## src/rtl/tvfp_pkg.sv

```systemverilog
// tvfp_pkg: shared types and constants for the tag/value field parser.
// No dependencies; used by every module under rtl/.
`timescale 1ns / 1ps

package tvfp_pkg;

   localparam int KEY_W    = 20;
   localparam int OFFSET_W = 12;
   localparam int SLOT_W   = 2;
   localparam int KIND_W   = 2;
   localparam int BYTE_W   = 8;
   localparam int MAX_SLOTS = 4;

   localparam logic [KEY_W-1:0]    KEY_MAX    = 20'd999999;
   localparam logic [OFFSET_W-1:0] OFFSET_MAX = 12'd4095;

   localparam logic [BYTE_W-1:0] CH_EQ   = 8'h3D;
   localparam logic [BYTE_W-1:0] CH_SOH  = 8'h01;
   localparam logic [BYTE_W-1:0] CH_ZERO = 8'h30;
   localparam logic [BYTE_W-1:0] CH_NINE = 8'h39;

   localparam logic [KIND_W-1:0] KIND_MATCH     = 2'd0;
   localparam logic [KIND_W-1:0] KIND_START_ERR = 2'd1;
   localparam logic [KIND_W-1:0] KIND_BAD_KEY   = 2'd2;

   // reset values of the tag slot registers
   localparam logic [KEY_W-1:0] TAG_RESET [MAX_SLOTS] = '{20'd1, 20'd2, 20'd3, 20'd0};

   typedef enum logic [1:0] {
      PH_START = 2'd0,
      PH_KEY   = 2'd1,
      PH_VALUE = 2'd2,
      PH_ERROR = 2'd3
   } phase_type;

   typedef struct packed {
      logic              hit;
      logic [SLOT_W-1:0] slot;
   } match_type;

   typedef struct packed {
      logic [KIND_W-1:0]   kind;
      logic [SLOT_W-1:0]   slot;
      logic [OFFSET_W-1:0] value_offset;
      logic [KEY_W-1:0]    key_seen;
   } result_type;

endpackage

```

## src/rtl/tag_value_field_parser.sv

```systemverilog
// tag_value_field_parser: byte-serial key=value field parser, top level.
// A req beat that yields a result passes the input register, then the result
// register, to its rsp beat. Throughput: one byte per cycle unless rsp_tready stalls.
// Reset (synchronous, active high) empties both registers, clears the parse
// state and loads the tag slots with 1, 2, 3, 0.
// Depends on tvfp_pkg, tvfp_tag_table and tvfp_rsp_reg.
`timescale 1ns / 1ps

module tag_value_field_parser #(
   parameter int NUM_TAGS      = 4,
   parameter int MAX_MSG_BYTES = 4096
) (
   input  logic        clock,
   input  logic        reset,
   input  logic        req_tvalid,
   output logic        req_tready,
   input  logic [7:0]  req_tdata,   // [7:0] byte_in
   input  logic        req_tlast,   // msg_last
   output logic        rsp_tvalid,
   input  logic        rsp_tready,
   output logic [39:0] rsp_tdata,   // [1:0] slot, [13:2] value_offset, [33:14] key_seen
   output logic [1:0]  rsp_tuser,   // [1:0] kind
   input  logic        csr_we,
   input  logic [1:0]  csr_index,
   input  logic [19:0] csr_wdata
);

   localparam int KW = tvfp_pkg::KEY_W;
   localparam int OW = tvfp_pkg::OFFSET_W;
   localparam logic [OW-1:0] POS_CAP =
      ((MAX_MSG_BYTES - 1) < 4095) ? OW'(MAX_MSG_BYTES - 1) : tvfp_pkg::OFFSET_MAX;

   // input register
   logic       in_valid_ff;
   logic [7:0] in_byte_ff;
   logic       in_last_ff;

   // parse state
   tvfp_pkg::phase_type phase_ff, phase_in;
   logic [KW-1:0]       key_ff, key_in;
   logic                big_ff, big_in;
   logic [OW-1:0]       pos_ff, pos_in;

   logic                 can_load;
   logic                 advance;
   logic                 emit;
   tvfp_pkg::result_type result;
   tvfp_pkg::result_type rsp_data;
   tvfp_pkg::match_type  match;

   logic          is_digit;
   logic [3:0]    digit;
   logic [KW+3:0] key_prod;
   logic [KW-1:0] key_add;
   logic          big_add;
   logic [KW-1:0] key_base;
   logic          big_base;

   assign advance    = in_valid_ff && can_load;
   assign req_tready = !in_valid_ff || can_load;

   always_ff @(posedge clock) begin
      if (reset) begin
         in_valid_ff <= 1'b0;
      end else if (req_tready) begin
         in_valid_ff <= req_tvalid;
      end
   end

   always_ff @(posedge clock) begin
      if (req_tready && req_tvalid) begin
         in_byte_ff <= req_tdata;
         in_last_ff <= req_tlast;
      end
   end

   tvfp_tag_table #(
      .NUM_TAGS (NUM_TAGS)
   ) u_tag_table (
      .clock     (clock),
      .reset     (reset),
      .csr_we    (csr_we),
      .csr_index (csr_index),
      .csr_wdata (csr_wdata),
      .key       (key_ff),
      .match     (match)
   );

   assign is_digit = (in_byte_ff >= tvfp_pkg::CH_ZERO) && (in_byte_ff <= tvfp_pkg::CH_NINE);
   assign digit    = in_byte_ff[3:0];

   // a new key starts from zero at the start of a field
   assign key_base = (phase_ff == tvfp_pkg::PH_START) ? '0 : key_ff;
   assign big_base = (phase_ff == tvfp_pkg::PH_START) ? 1'b0 : big_ff;

   // key * 10 + digit, clamped at the largest legal key
   always_comb begin
      key_prod = {key_base, 3'b000} + {2'b00, key_base, 1'b0} + (KW+4)'(digit);
      key_add  = key_base;
      big_add  = big_base;
      if (!big_base) begin
         if (key_prod > (KW+4)'(tvfp_pkg::KEY_MAX)) begin
            key_add = tvfp_pkg::KEY_MAX;
            big_add = 1'b1;
         end else begin
            key_add = key_prod[KW-1:0];
         end
      end
   end

   always_comb begin
      phase_in = phase_ff;
      key_in   = key_ff;
      big_in   = big_ff;
      emit     = 1'b0;
      result   = '0;
      case (phase_ff)
         tvfp_pkg::PH_START: begin
            if ((in_byte_ff == tvfp_pkg::CH_EQ) || (in_byte_ff == tvfp_pkg::CH_SOH)) begin
               emit        = 1'b1;
               result.kind = tvfp_pkg::KIND_START_ERR;
               phase_in    = tvfp_pkg::PH_ERROR;
            end else if (is_digit) begin
               key_in   = key_add;
               big_in   = big_add;
               phase_in = tvfp_pkg::PH_KEY;
            end else begin
               emit        = 1'b1;
               result.kind = tvfp_pkg::KIND_BAD_KEY;
               phase_in    = tvfp_pkg::PH_ERROR;
            end
         end
         tvfp_pkg::PH_KEY: begin
            if (is_digit) begin
               key_in = key_add;
               big_in = big_add;
            end else if (in_byte_ff == tvfp_pkg::CH_EQ) begin
               if (big_ff || (key_ff == '0)) begin
                  emit            = 1'b1;
                  result.kind     = tvfp_pkg::KIND_BAD_KEY;
                  result.key_seen = key_ff;
                  phase_in        = tvfp_pkg::PH_ERROR;
               end else begin
                  emit                = match.hit;
                  result.kind         = tvfp_pkg::KIND_MATCH;
                  result.slot         = match.slot;
                  result.value_offset = (pos_ff < POS_CAP) ? pos_ff + 1'b1 : POS_CAP;
                  result.key_seen     = key_ff;
                  phase_in            = tvfp_pkg::PH_VALUE;
               end
            end else begin
               emit            = 1'b1;
               result.kind     = tvfp_pkg::KIND_BAD_KEY;
               result.key_seen = key_ff;
               phase_in        = tvfp_pkg::PH_ERROR;
            end
         end
         tvfp_pkg::PH_VALUE: begin
            if (in_byte_ff == tvfp_pkg::CH_SOH) begin
               phase_in = tvfp_pkg::PH_START;
               key_in   = '0;
               big_in   = 1'b0;
            end
         end
         default: begin
         end
      endcase

      // message ends inside a key
      if (in_last_ff && (phase_in == tvfp_pkg::PH_KEY) && !emit) begin
         emit   = 1'b1;
         result = '0;
         result.kind     = tvfp_pkg::KIND_BAD_KEY;
         result.key_seen = key_in;
      end

      if (in_last_ff) begin
         phase_in = tvfp_pkg::PH_START;
         key_in   = '0;
         big_in   = 1'b0;
         pos_in   = '0;
      end else begin
         pos_in = (pos_ff < POS_CAP) ? pos_ff + 1'b1 : POS_CAP;
      end
   end

   always_ff @(posedge clock) begin
      if (reset) begin
         phase_ff <= tvfp_pkg::PH_START;
         key_ff   <= '0;
         big_ff   <= 1'b0;
         pos_ff   <= '0;
      end else if (advance) begin
         phase_ff <= phase_in;
         key_ff   <= key_in;
         big_ff   <= big_in;
         pos_ff   <= pos_in;
      end
   end

   tvfp_rsp_reg u_rsp_reg (
      .clock      (clock),
      .reset      (reset),
      .load       (advance),
      .load_valid (emit),
      .load_data  (result),
      .can_load   (can_load),
      .rsp_tvalid (rsp_tvalid),
      .rsp_tready (rsp_tready),
      .rsp_data   (rsp_data)
   );

   assign rsp_tuser = rsp_data.kind;
   assign rsp_tdata = {6'b000000, rsp_data.key_seen, rsp_data.value_offset, rsp_data.slot};

endmodule

```

## src/rtl/tvfp_tag_table.sv

```systemverilog
// tvfp_tag_table: tag slot registers written from the CSR port, plus the
// priority lookup of a key. Depends on tvfp_pkg.
`timescale 1ns / 1ps

module tvfp_tag_table #(
   parameter int NUM_TAGS = 4
) (
   input  logic                       clock,
   input  logic                       reset,
   input  logic                       csr_we,
   input  logic [1:0]                 csr_index,
   input  logic [tvfp_pkg::KEY_W-1:0] csr_wdata,
   input  logic [tvfp_pkg::KEY_W-1:0] key,
   output tvfp_pkg::match_type        match
);

   logic [tvfp_pkg::KEY_W-1:0] tag_ff [NUM_TAGS];

   for (genvar i = 0; i < NUM_TAGS; i++) begin : g_tag
      always_ff @(posedge clock) begin
         if (reset) begin
            tag_ff[i] <= tvfp_pkg::TAG_RESET[i];
         end else if (csr_we && (csr_index == 2'(i))) begin
            tag_ff[i] <= csr_wdata;
         end
      end
   end

   // scan downward so the lowest matching slot wins
   always_comb begin
      match = '0;
      for (int i = NUM_TAGS - 1; i >= 0; i--) begin
         if ((tag_ff[i] != '0) && (tag_ff[i] == key)) begin
            match.hit  = 1'b1;
            match.slot = tvfp_pkg::SLOT_W'(i);
         end
      end
   end

endmodule

```

## src/rtl/tvfp_rsp_reg.sv

```systemverilog
// tvfp_rsp_reg: result register for the response stream; takes a new beat
// whenever it is empty or its beat is being taken. Depends on tvfp_pkg.
`timescale 1ns / 1ps

module tvfp_rsp_reg (
   input  logic                 clock,
   input  logic                 reset,
   input  logic                 load,       // step the register this cycle
   input  logic                 load_valid, // the stepped item carries a result
   input  tvfp_pkg::result_type load_data,
   output logic                 can_load,
   output logic                 rsp_tvalid,
   input  logic                 rsp_tready,
   output tvfp_pkg::result_type rsp_data
);

   logic                 valid_ff;
   logic                 valid_in;
   tvfp_pkg::result_type data_ff;

   assign can_load = !valid_ff || rsp_tready;

   always_comb begin
      valid_in = valid_ff;
      if (load) begin
         valid_in = load_valid;
      end else if (rsp_tready) begin
         valid_in = 1'b0;
      end
   end

   always_ff @(posedge clock) begin
      if (reset) begin
         valid_ff <= 1'b0;
      end else begin
         valid_ff <= valid_in;
      end
   end

   always_ff @(posedge clock) begin
      if (load && load_valid) begin
         data_ff <= load_data;
      end
   end

   assign rsp_tvalid = valid_ff;
   assign rsp_data   = data_ff;

endmodule
```

## config.mk

```make
export PLATFORM = sky130hd
export DESIGN_NAME = tag_value_field_parser
export DESIGN_NICKNAME = d
export VERILOG_FILES = /design/src/rtl/tvfp_pkg.sv /design/src/rtl/tag_value_field_parser.sv /design/src/rtl/tvfp_tag_table.sv /design/src/rtl/tvfp_rsp_reg.sv
export SDC_FILE = /design/constraint.sdc
export NUM_CORES = 1
export LEC_CHECK = 0
export ABC_AREA = 1
export BUFFER_PORTS_ARGS = -buffer_cell sky130_fd_sc_hd__buf_4
export CAP_MARGIN = 20
export CELL_PAD_IN_SITES_DETAIL_PLACEMENT = 2
export CELL_PAD_IN_SITES_GLOBAL_PLACEMENT = 2
export CORE_ASPECT_RATIO = 0.6
export CORE_MARGIN = 2
export CORE_UTILIZATION = 36
export DETAILED_ROUTE_END_ITERATION = 10
export HOLD_SLACK_MARGIN = 0.06
export PLACE_DENSITY_LB_ADDON = 0.15
export SYNTH_ARGS = -nofsm -noshare
export SYNTH_HDL_FRONTEND = slang
export SYNTH_HIERARCHICAL = 1
export SYNTH_SLANG_ARGS = --single-unit
export TNS_END_PERCENT = 20
```

## constraint.sdc

```tcl
create_clock -name clock -period 4.65 [get_ports clock]
set_clock_uncertainty 0.15 [all_clocks]
set_input_delay 0.2325 -clock clock [delete_from_list [all_inputs] [get_ports clock]]
set_output_delay 0.2325 -clock clock [all_outputs]
set_load 0.02 [all_outputs]
```

== Yosys cells after proc, flatten, opt, wreduce, memory -nomap -nowiden ==
Memories as Yosys holds them, arrays and structs flattened.
Cells that the tools add are included.

* Register bits: 82
* Memory bits (writable): 80
* Input port bits: 36
* Output and inout port bits: 44
* Word-level logic and storage cells: 142
* Memories: 1

{| class="wikitable"
|+ Memory list
! name !! depth !! bits a word !! read ports !! clocked after Yosys merged registers in !! wr ports !! line !! text
|-
| u_tag_table.tag_ff || 4 || 20 || 4 || 0 || 4 || tvfp_tag_table.sv:17 || <nowiki>logic [tvfp_pkg::KEY_W-1:0] tag_ff [NUM_TAGS];</nowiki>
|}

* Add/subtract/negate cells: 3
* Magnitude comparators: 4
* Equal/unequal tests: 14
* Muxes and demuxes: 67
* Bitwise gates (word level): 6
* Reductions and logical operators: 34

{| class="wikitable"
|+ Operators with widths
! operator !! count
|-
| 20-bit 2-to-1 mux || 13
|-
| 20-bit equality test || 4
|-
| 20-bit nonzero test || 4
|-
| 20-bit one-hot mux with 3 select lines || 1
|-
| 36-bit 2-to-1 mux || 1
|-
| 1-bit 2-to-1 mux || 30
|-
| 14-bit 2-to-1 mux || 2
|-
| 23-bit by 21-bit adder with 24-bit output || 1
|-
| 24-bit by 4-bit adder with 24-bit output || 1
|-
| 24-bit by 20-bit greater-than comparator with 1-bit output (second input constant) || 1
|-
| 12-bit 2-to-1 mux || 2
|-
| 20-bit logical NOT || 1
|-
| 2-bit 2-to-1 mux || 10
|-
| 1-bit logical AND || 14
|-
| 12-bit by 1-bit adder with 12-bit output (second input constant) || 1
|-
| 12-bit < comparator (second input constant) || 1
|-
| 3-bit 2-to-1 mux || 4
|-
| 8-bit by 1-bit equality test with 1-bit output (second input constant) || 1
|-
| 8-bit by 6-bit equality test with 1-bit output (second input constant) || 1
|-
| 8-bit by 6-bit greater-or-equal comparator with 1-bit output (second input constant) || 1
|-
| 8-bit by 6-bit less-or-equal comparator with 1-bit output (second input constant) || 1
|-
| 7-bit OR reduction || 1
|-
| 2-bit by 1-bit equality test with 1-bit output (second input constant) || 3
|-
| 2-bit equality test (second input constant) || 3
|-
| other kinds (15) || 26
|}

== Depth between registers and ports, before layout ==
Gate-level depths: netlist (run 1).
An unclocked memory read counts as a cell.

* Word-level depth: 15
* Gate-level depth with buffers: 34
* Depth with buffers taken out: 33

== Cells and area by module ==
Netlist (run 1), hierarchy kept.

{| class="wikitable"
|+ Modules (own cells, without submodules)
! module !! times used !! cells an instance !! area an instance (um^2) !! sequential area each (um^2)
|-
| tag_value_field_parser || 1 || 863 || 5074.9 || 991.0
|-
| tvfp_tag_table || 1 || 513 || 4600.7 || 2402.3
|-
| tvfp_rsp_reg || 1 || 44 || 1132.3 || 1101.1
|}

== Worst setup path before layout (run 1) ==
OpenSTA, ideal clock, no wires.

* Kind: reg-to-reg
* Start: register phase_ff[0]
* End: register u_rsp_reg.data_ff, in the netlist u_rsp_reg/rsp_data[5], data pin
* Arrival time: 3608 ps
* Path slack: 636 ps
* Stages on the path, launching flop included: 31
* Path through: dfxtp_1 -> inv_1 -> ha_1 -> clkbuf_1 -> clkbuf_1 -> nor2_1 -> ha_1 -> ha_1 -> nand2_2 -> inv_1 -> a21oi_2 -> nand2_2 -> nand2_2 -> nand2_2 -> nand2_1 -> nand2_1 -> nand2_1 -> nand2_1 -> nor2_1 -> nand2_1 -> nor2_4 -> nand2_4 -> nor2_4 -> buf_6 -> nand2_2 -> nand2_1 -> nand2_1 -> nand2_1 -> nand2_1 -> nand2_1 -> o21ai_1

{| class="wikitable"
|+ RTL lines
! element !! line !! text
|-
| start: declaration || tag_value_field_parser.sv:39 || <nowiki>tvfp_pkg::phase_type phase_ff, phase_in;</nowiki>
|-
| start signal: assignment || tag_value_field_parser.sv:189 || <nowiki>phase_ff <= tvfp_pkg::PH_START;</nowiki>
|-
| start signal: assignment || tag_value_field_parser.sv:194 || <nowiki>phase_ff <= phase_in;</nowiki>
|-
| end signal: assignment || tvfp_rsp_reg.sv:42 || <nowiki>data_ff <= load_data;</nowiki>
|-
| end: declaration || tvfp_rsp_reg.sv:19 || <nowiki>tvfp_pkg::result_type data_ff;</nowiki>
|}

==> flow_summary.ini, run 1 <==
[sta]
drv_slew = 0
grt_setup_unrepaired = no
timing.final.crit_share_pct = 94.18
fin_setup_tns_ns = 0
setup_viol = 0
period_needed_ns = 4.380
maxSlewHeadroom_pct = 29.91
max_freq_mhz = 228.3
hold_viol = 0
worstMarginPinSlew_ns = 1.049
layout_setup_ws_ns = 0.2704

[cts]
cts_buffers = 17
cts_tree = done
cts_sinks = 162
htreeDepth = 4
root_buffer = clkbuf_16
cts_buffer_depth = 2
clkTransAtPathRegs_ns = 0.07
insertion_delay_ns = 0.46

[worst_setup_path]
cp.required_ns = 4.69
cp.arrival_ns = 4.42
path_max_fanout = 16
cp-end-kind = register
worstSetupStartpointType = register
crit_path_start = phase_ff[0]
ff2ff_path_depth = 25
reg2reg_slack_ns = 0.27
r2r-end = u_rsp_reg/rsp_data[3]
crit_end = u_rsp_reg/rsp_data[3]
worstSetupPathType = register to register
r2r_start = phase_ff[0]

[run_status]
status = finished clean

[detailed_routing]
first_pass_iters = 5
dr.first_iter.drc_count = 806
via_per_inst = 5.265
routed_wl_um = 44590
post-route-drc-count = 0
postRouteAntennaNets = 0
wl_per_cell_um = 22.64
vias = 10370

[logic_synthesis]
syn_avg_cell_area_um2 = 7.611
ys_warn_count = 6
synth.area.top_cells = edfxtp_1 (35%), nand2_1 (15%), nor2_1 (6.9%)
async_flop_share_pct = 0
synth_top_area_share_pct = 34.73
ys_seq_area_share_pct = 41.58
synth_edf_count = 125
netlist_instances = 1420
synthFlopType = edfxtp_1
synthesis.area_um2 = 10810
synth_top_area_cell = edfxtp_1
ys_types = 54
ys_seq_elements = 162

[final_layout]
area_delta_synth_final_pct = 19.77
final_nets = 1630
layout_commonest_cell = nand2_1
layout_common_cells = nand2_1 (413), nor2_1 (190), inv_1 (168)
diodes = 0
layout-drive-gt1-share_pct = 15.49

[floorplan]
die_y_um = 138.2
die_w_um = 227.7
fp.coreArea_um2 = 29730
rows = 49
start_util_pct = 36.35
ios = 80
die_area_um2 = 31470

[flow_run]
maxCapViolations = 0

[place]
pre_cts_slack_ns = 0.003625
place.gp.congestion = 0.8901
port_buffers = 73
dp_hpwl_um = 33790

[worst_hold_path]
min_path_cells = 3
min_path_type = primary input to register

[global_route]
track_usage_pct = 28.81
grt_pass1_vias = 11090
overflow = 0
grt_pass1_wl_um = 67590
grt_start_max_net_pins = 42
grt_antenna_before_repair = 0

[power_and_ir_drop]
ir_worst_vdd_mv = 0.2096
p_per_area_nw_per_um2 = 277.2
leakagePower_nw = 5.588
[worst min-delay path by stage]
stage,from,slack (ns),endpoint
6_report,csr_wdata[17],0.11,u_tag_table/tag_ff[1][17]
5_1_grt,csr_wdata[17],0.09,u_tag_table/tag_ff[1][17]
4_1_cts,csr_wdata[17],0.07,u_tag_table/tag_ff[1][17]
3_5_place_dp,req_tdata[6],0.26,in_byte_ff[6]
3_3_place_gp,req_tdata[5],0.26,in_byte_ff[5]
2_1_floorplan,reset,0.14,u_rsp_reg/rsp_tvalid
[flip-flops by register name, summed over array words and instances (netlist names)]
name and count:
pos_ff 12, in_last_ff 1, phase_ff 2, in_byte_ff 8, u_tag_table/tag_ff 80, in_valid_ff 1, u_rsp_reg/rsp_tvalid 1, big_ff 1
u_rsp_reg/rsp_data 36, key_ff 20
[timing repair]
| item | 4_1_cts | 5_1_grt |
|---|---|---|
| buffers inserted | 0 | 0 |
| endpoints found under the hold margin | 74 | 0 |
| pin swaps | 0 | 1 |
| resized for setup | 1 | 21 |
| setup endpoints to repair | 2 | 40 |
| gates cloned | 0 | 0 |
| hold buffers | 32 | 0 |
[stage by stage]
step | hold WS (ns) | power [W] | cell area [um2] | std cells | utilization, %
floorplan | 0.1449 | 0.001914 | 10830 | 1425 | -
global placement | 0.2613 | 0.002067 | 11940 | 1904 | 40.14
detailed placement | 0.2619 | 0.002090 | 11940 | 1904 | 40.14
CTS | 0.06597 | 0.003588 | 12860 | 1968 | 43.24
global route | 0.09490 | 0.003696 | 12940 | 1970 | 43.53
finish | 0.1098 | 0.003588 | 12940 | 1970 | 43.53
[cell families after synthesis]
| kind of cell | count (synthesis) | synth area share [%] |
|---|---|---|
| other | 1 | 0.03470 |
| flip-flops | 162 | 41.58 |
| adder cells (fa/ha/maj) | 45 | 5.279 |
| buffers and inverters | 224 | 9.030 |
| XOR/XNOR | 72 | 5.904 |
| multiplexers | 3 | 0.2779 |
| AO/OA/AOI/OAI | 144 | 7.618 |
| AND/OR/NAND/NOR | 769 | 30.27 |
[per-layer routing]
layer / vias to the layer above / track usage [%] / share of wire, %
met5: - / 0 / 0
li1: 4789 / - / -
met4: 0 / 4.850 / 0.88
met1: 5241 / 44.19 / 49
met3: 25 / 4.676 / 6.4
met2: 318 / 42.92 / 44
[Yosys cell counts, types with 3 or more instances]
master,count
a21oi_1,69
a21oi_2,8
buf_2,8
buf_4,8
buf_6,10
clkbuf_1,14
dfxtp_1,37
edfxtp_1,125
ha_1,44
inv_1,171
inv_2,9
mux2i_1,3
nand2_1,418
nand2_2,12
nand3_1,60
nand3_2,3
nand3b_1,6
nand4_1,16
nor2_1,199
nor2_2,23
nor2_4,7
nor3_1,7
nor4_1,8
o21ai_0,40
o21ai_1,4
o21ai_2,3
o31ai_1,4
or2_2,4
xnor2_1,58
xor2_1,13
[report_power, final]
part           total [W]  internal (W)  leakage (nW)  switching (W)
Combinational   0.000405      0.000137          3.77       0.000268
Sequential       0.00170       0.00164          1.53      0.0000613
Clock            0.00149      0.000841         0.287       0.000645
[layout make-up]
cell class,count,area (um2)
Multi-Input combinational cell,1039,5428
Sequential cell,162,4498
Clock buffer,21,471.7
Timing Repair Buffer,147,1224
Inverter,182,685.7
Fill cell,3393,16790
Tap cell,408,510.5
Clock inverter,11,127.6
[critical path, cell delays in order (launching register included)]
cell and delay [ns]:
dfxtp_1 0.38, inv_2 0.08, ha_4 0.19, buf_12 0.15, nor2_1 0.26, ha_1 0.29, ha_1 0.32, buf_4 0.17
a21oi_1 0.17, o21ai_0 0.24, a21oi_1 0.32, nand2_1 0.09, nand2_1 0.07, nand2_1 0.08, and3_1 0.18, nand2_2 0.12
nand2_4 0.11, nor2_4 0.12, buf_12 0.16, nand2_1 0.06, nand2_1 0.07, nand2_1 0.05, nand2_1 0.05, nand2_1 0.06
nand2_1 0.06, o21ai_0 0.09
No activity file was read; power rests on OpenSTA's default activity.
==> run 2, diff against run 1 <==
- BUFFER_PORTS_ARGS: -buffer_cell sky130_fd_sc_hd__buf_4 -> -buffer_cell sky130_fd_sc_hd__buf_2
==> run 2 against run 1 <==
  * Critical path depth increased by 2
  * Sequential share of layout area increased by 0.42 points
  * Non-clock buffer count up 5
  * First-iteration DRC count down 0.87%
  * Die area did not move
  * Global-route usage is 0.70 points lower
  * Via count hardly changed
  * Count of clock-buffer cells in the layout decreased by 1
  * Register-to-register slack about the same
  * Combinational power down 4%
==> flow_summary.ini, run 2 (synthesized netlist as in run 1, its figures left out) <==
[flow_run]
maxCapViolations = 0

[place]
port_buffers = 73
pre_cts_slack_ns = 0.02361
dp_hpwl_um = 33480
place.gp.congestion = 0.8930

[worst_setup_path]
reg2reg_slack_ns = 0.26
cp.required_ns = 4.68
worstSetupPathType = register to register
path_max_fanout = 16
crit_end = u_rsp_reg/rsp_data[6]
cp-end-kind = register
r2r_start = phase_ff[1]
ff2ff_path_depth = 27
crit_path_start = phase_ff[1]
r2r-end = u_rsp_reg/rsp_data[6]
worstSetupStartpointType = register
cp.arrival_ns = 4.43

[sta]
grt_setup_unrepaired = no
layout_setup_ws_ns = 0.2567
hold_viol = 0
worstMarginPinSlew_ns = 1.067
drv_slew = 0
maxSlewHeadroom_pct = 28.71
max_freq_mhz = 227.6
timing.final.crit_share_pct = 94.48
fin_setup_tns_ns = 0
setup_viol = 0
period_needed_ns = 4.393

[global_route]
grt_antenna_before_repair = 0
grt_start_max_net_pins = 42
overflow = 0
grt_pass1_vias = 10830
grt_pass1_wl_um = 65780
track_usage_pct = 28.11

[cts]
cts_buffers = 17
htreeDepth = 4
insertion_delay_ns = 0.46
cts_tree = done
clkTransAtPathRegs_ns = 0.06
cts_sinks = 162
cts_buffer_depth = 2
root_buffer = clkbuf_16

[final_layout]
area_delta_synth_final_pct = 18.38
layout_commonest_cell = nand2_1
largest_reg_flops = 80
regMostFlops = u_tag_table/tag_ff
multi_input_area_um2 = 5469
diodes = 0
layout-drive-gt1-share_pct = 16.59
fillers = 3460
register_area_um2 = 4499
layout_common_cells = nand2_1 (414), nor2_1 (185), inv_1 (167)
final_nets = 1635

[detailed_routing]
wl_per_cell_um = 22.17
vias = 10370
via_per_inst = 5.251
post-route-drc-count = 0
first_pass_iters = 7
routed_wl_um = 43790
postRouteAntennaNets = 0
dr.first_iter.drc_count = 799

[power_and_ir_drop]
p_per_area_nw_per_um2 = 266.6
leakagePower_nw = 5.526
ir_worst_vdd_mv = 0.1852

[floorplan]
die_area_um2 = 31470
die_w_um = 227.7
fp.coreArea_um2 = 29730
start_util_pct = 36.35
rows = 49
die_y_um = 138.2
ios = 80

[run_status]
status = finished clean

[worst_hold_path]
min_path_type = primary input to register
-- run 2: cell count changes in the layout (fill, tap and decap cells not counted), moves of 3 or more --
cell,before,now
a21oi_1,69,66
clkinv_2,1,4
nor2_1,190,185
a21oi_2,8,11
buf_4,111,42
buf_2,0,73
nor2_2,32,37
-- run 2: per-stage QoR --
stage	utilization [%]	cells	total power [W]	instance area, um2	hold slack [ns]
4_1_cts	42.32	1968	0.003402	12580	0.08115
2_1_floorplan	-	1425	0.001914	10830	0.1449
5_1_grt	43.03	1975	0.003526	12790	0.09053
3_3_place_gp	39.51	1905	0.002050	11750	0.2592
3_5_place_dp	39.51	1905	0.002070	11750	0.2618
6_report	43.03	1975	0.003411	12790	0.1036
-- run 2: metal layers --
layer	share of wire [%]	GRT usage [%]	routed length, um	vias up
met2	42	40.90	18290	288
met1	51	43.57	22360	5247
met3	6.1	4.506	2653	38
met4	1.1	5.607	483	0
li1	-	-	-	4797
met5	0	0	0	-
-- run 2: power by group --
part | switching (W) | internal [W]
sequential | 0.0000588 | 0.00164
combinational | 0.000265 | 0.000125
clock | 0.000643 | 0.000683
total | 0.000967 | 0.00244
-- run 2: worst min-delay path by stage --
stage,endpoint,depth (start not counted),start
finish,u_tag_table/tag_ff[1][18],3,csr_wdata[18]
global route,u_tag_table/tag_ff[2][18],3,csr_wdata[18]
CTS,u_tag_table/tag_ff[1][17],3,csr_wdata[17]
detailed placement,in_byte_ff[5],1,req_tdata[5]
global placement,in_byte_ff[0],1,req_tdata[0]
floorplan,u_rsp_reg/rsp_tvalid,1,reset
-- run 2: repair_timing --
action	CTS	global route
pin swaps	0	6
gates cloned	0	1
hold buffers	31	0
setup endpoints to repair	7	40
hold endpoints to repair	73	0
resized for setup	1	35
setup buffers	0	3
-- run 2: layout make-up --
class / instances / area share, %
Timing Repair Buffer: 152 / 8.635
Clock buffer: 20 / 3.413
Sequential cell: 162 / 35.17
Tap cell: 408 / 3.990
Clock inverter: 12 / 0.6747
Multi-Input combinational cell: 1039 / 42.74
Inverter: 182 / 5.378
-- run 2: critical path, cell delays in order (launching register included) --
cell	delay [ns]
dfxtp_4	0.38
inv_4	0.05
ha_4	0.17
buf_6	0.17
nor2_1	0.27
ha_1	0.30
ha_1	0.36
nand2_1	0.11
inv_1	0.10
nand2_1	0.16
nor3_1	0.18
nand2_1	0.16
nand3b_1	0.13
nand2_1	0.10
nor2_1	0.15
nand4_1	0.11
nor2_2	0.14
nor2_4	0.06
buf_4	0.13
buf_4	0.13
nand4_1	0.12
nand2_1	0.07
nand2_1	0.06
nand2_1	0.04
nand2_1	0.05
nand2_1	0.09
nand2_1	0.08
o21ai_0	0.08
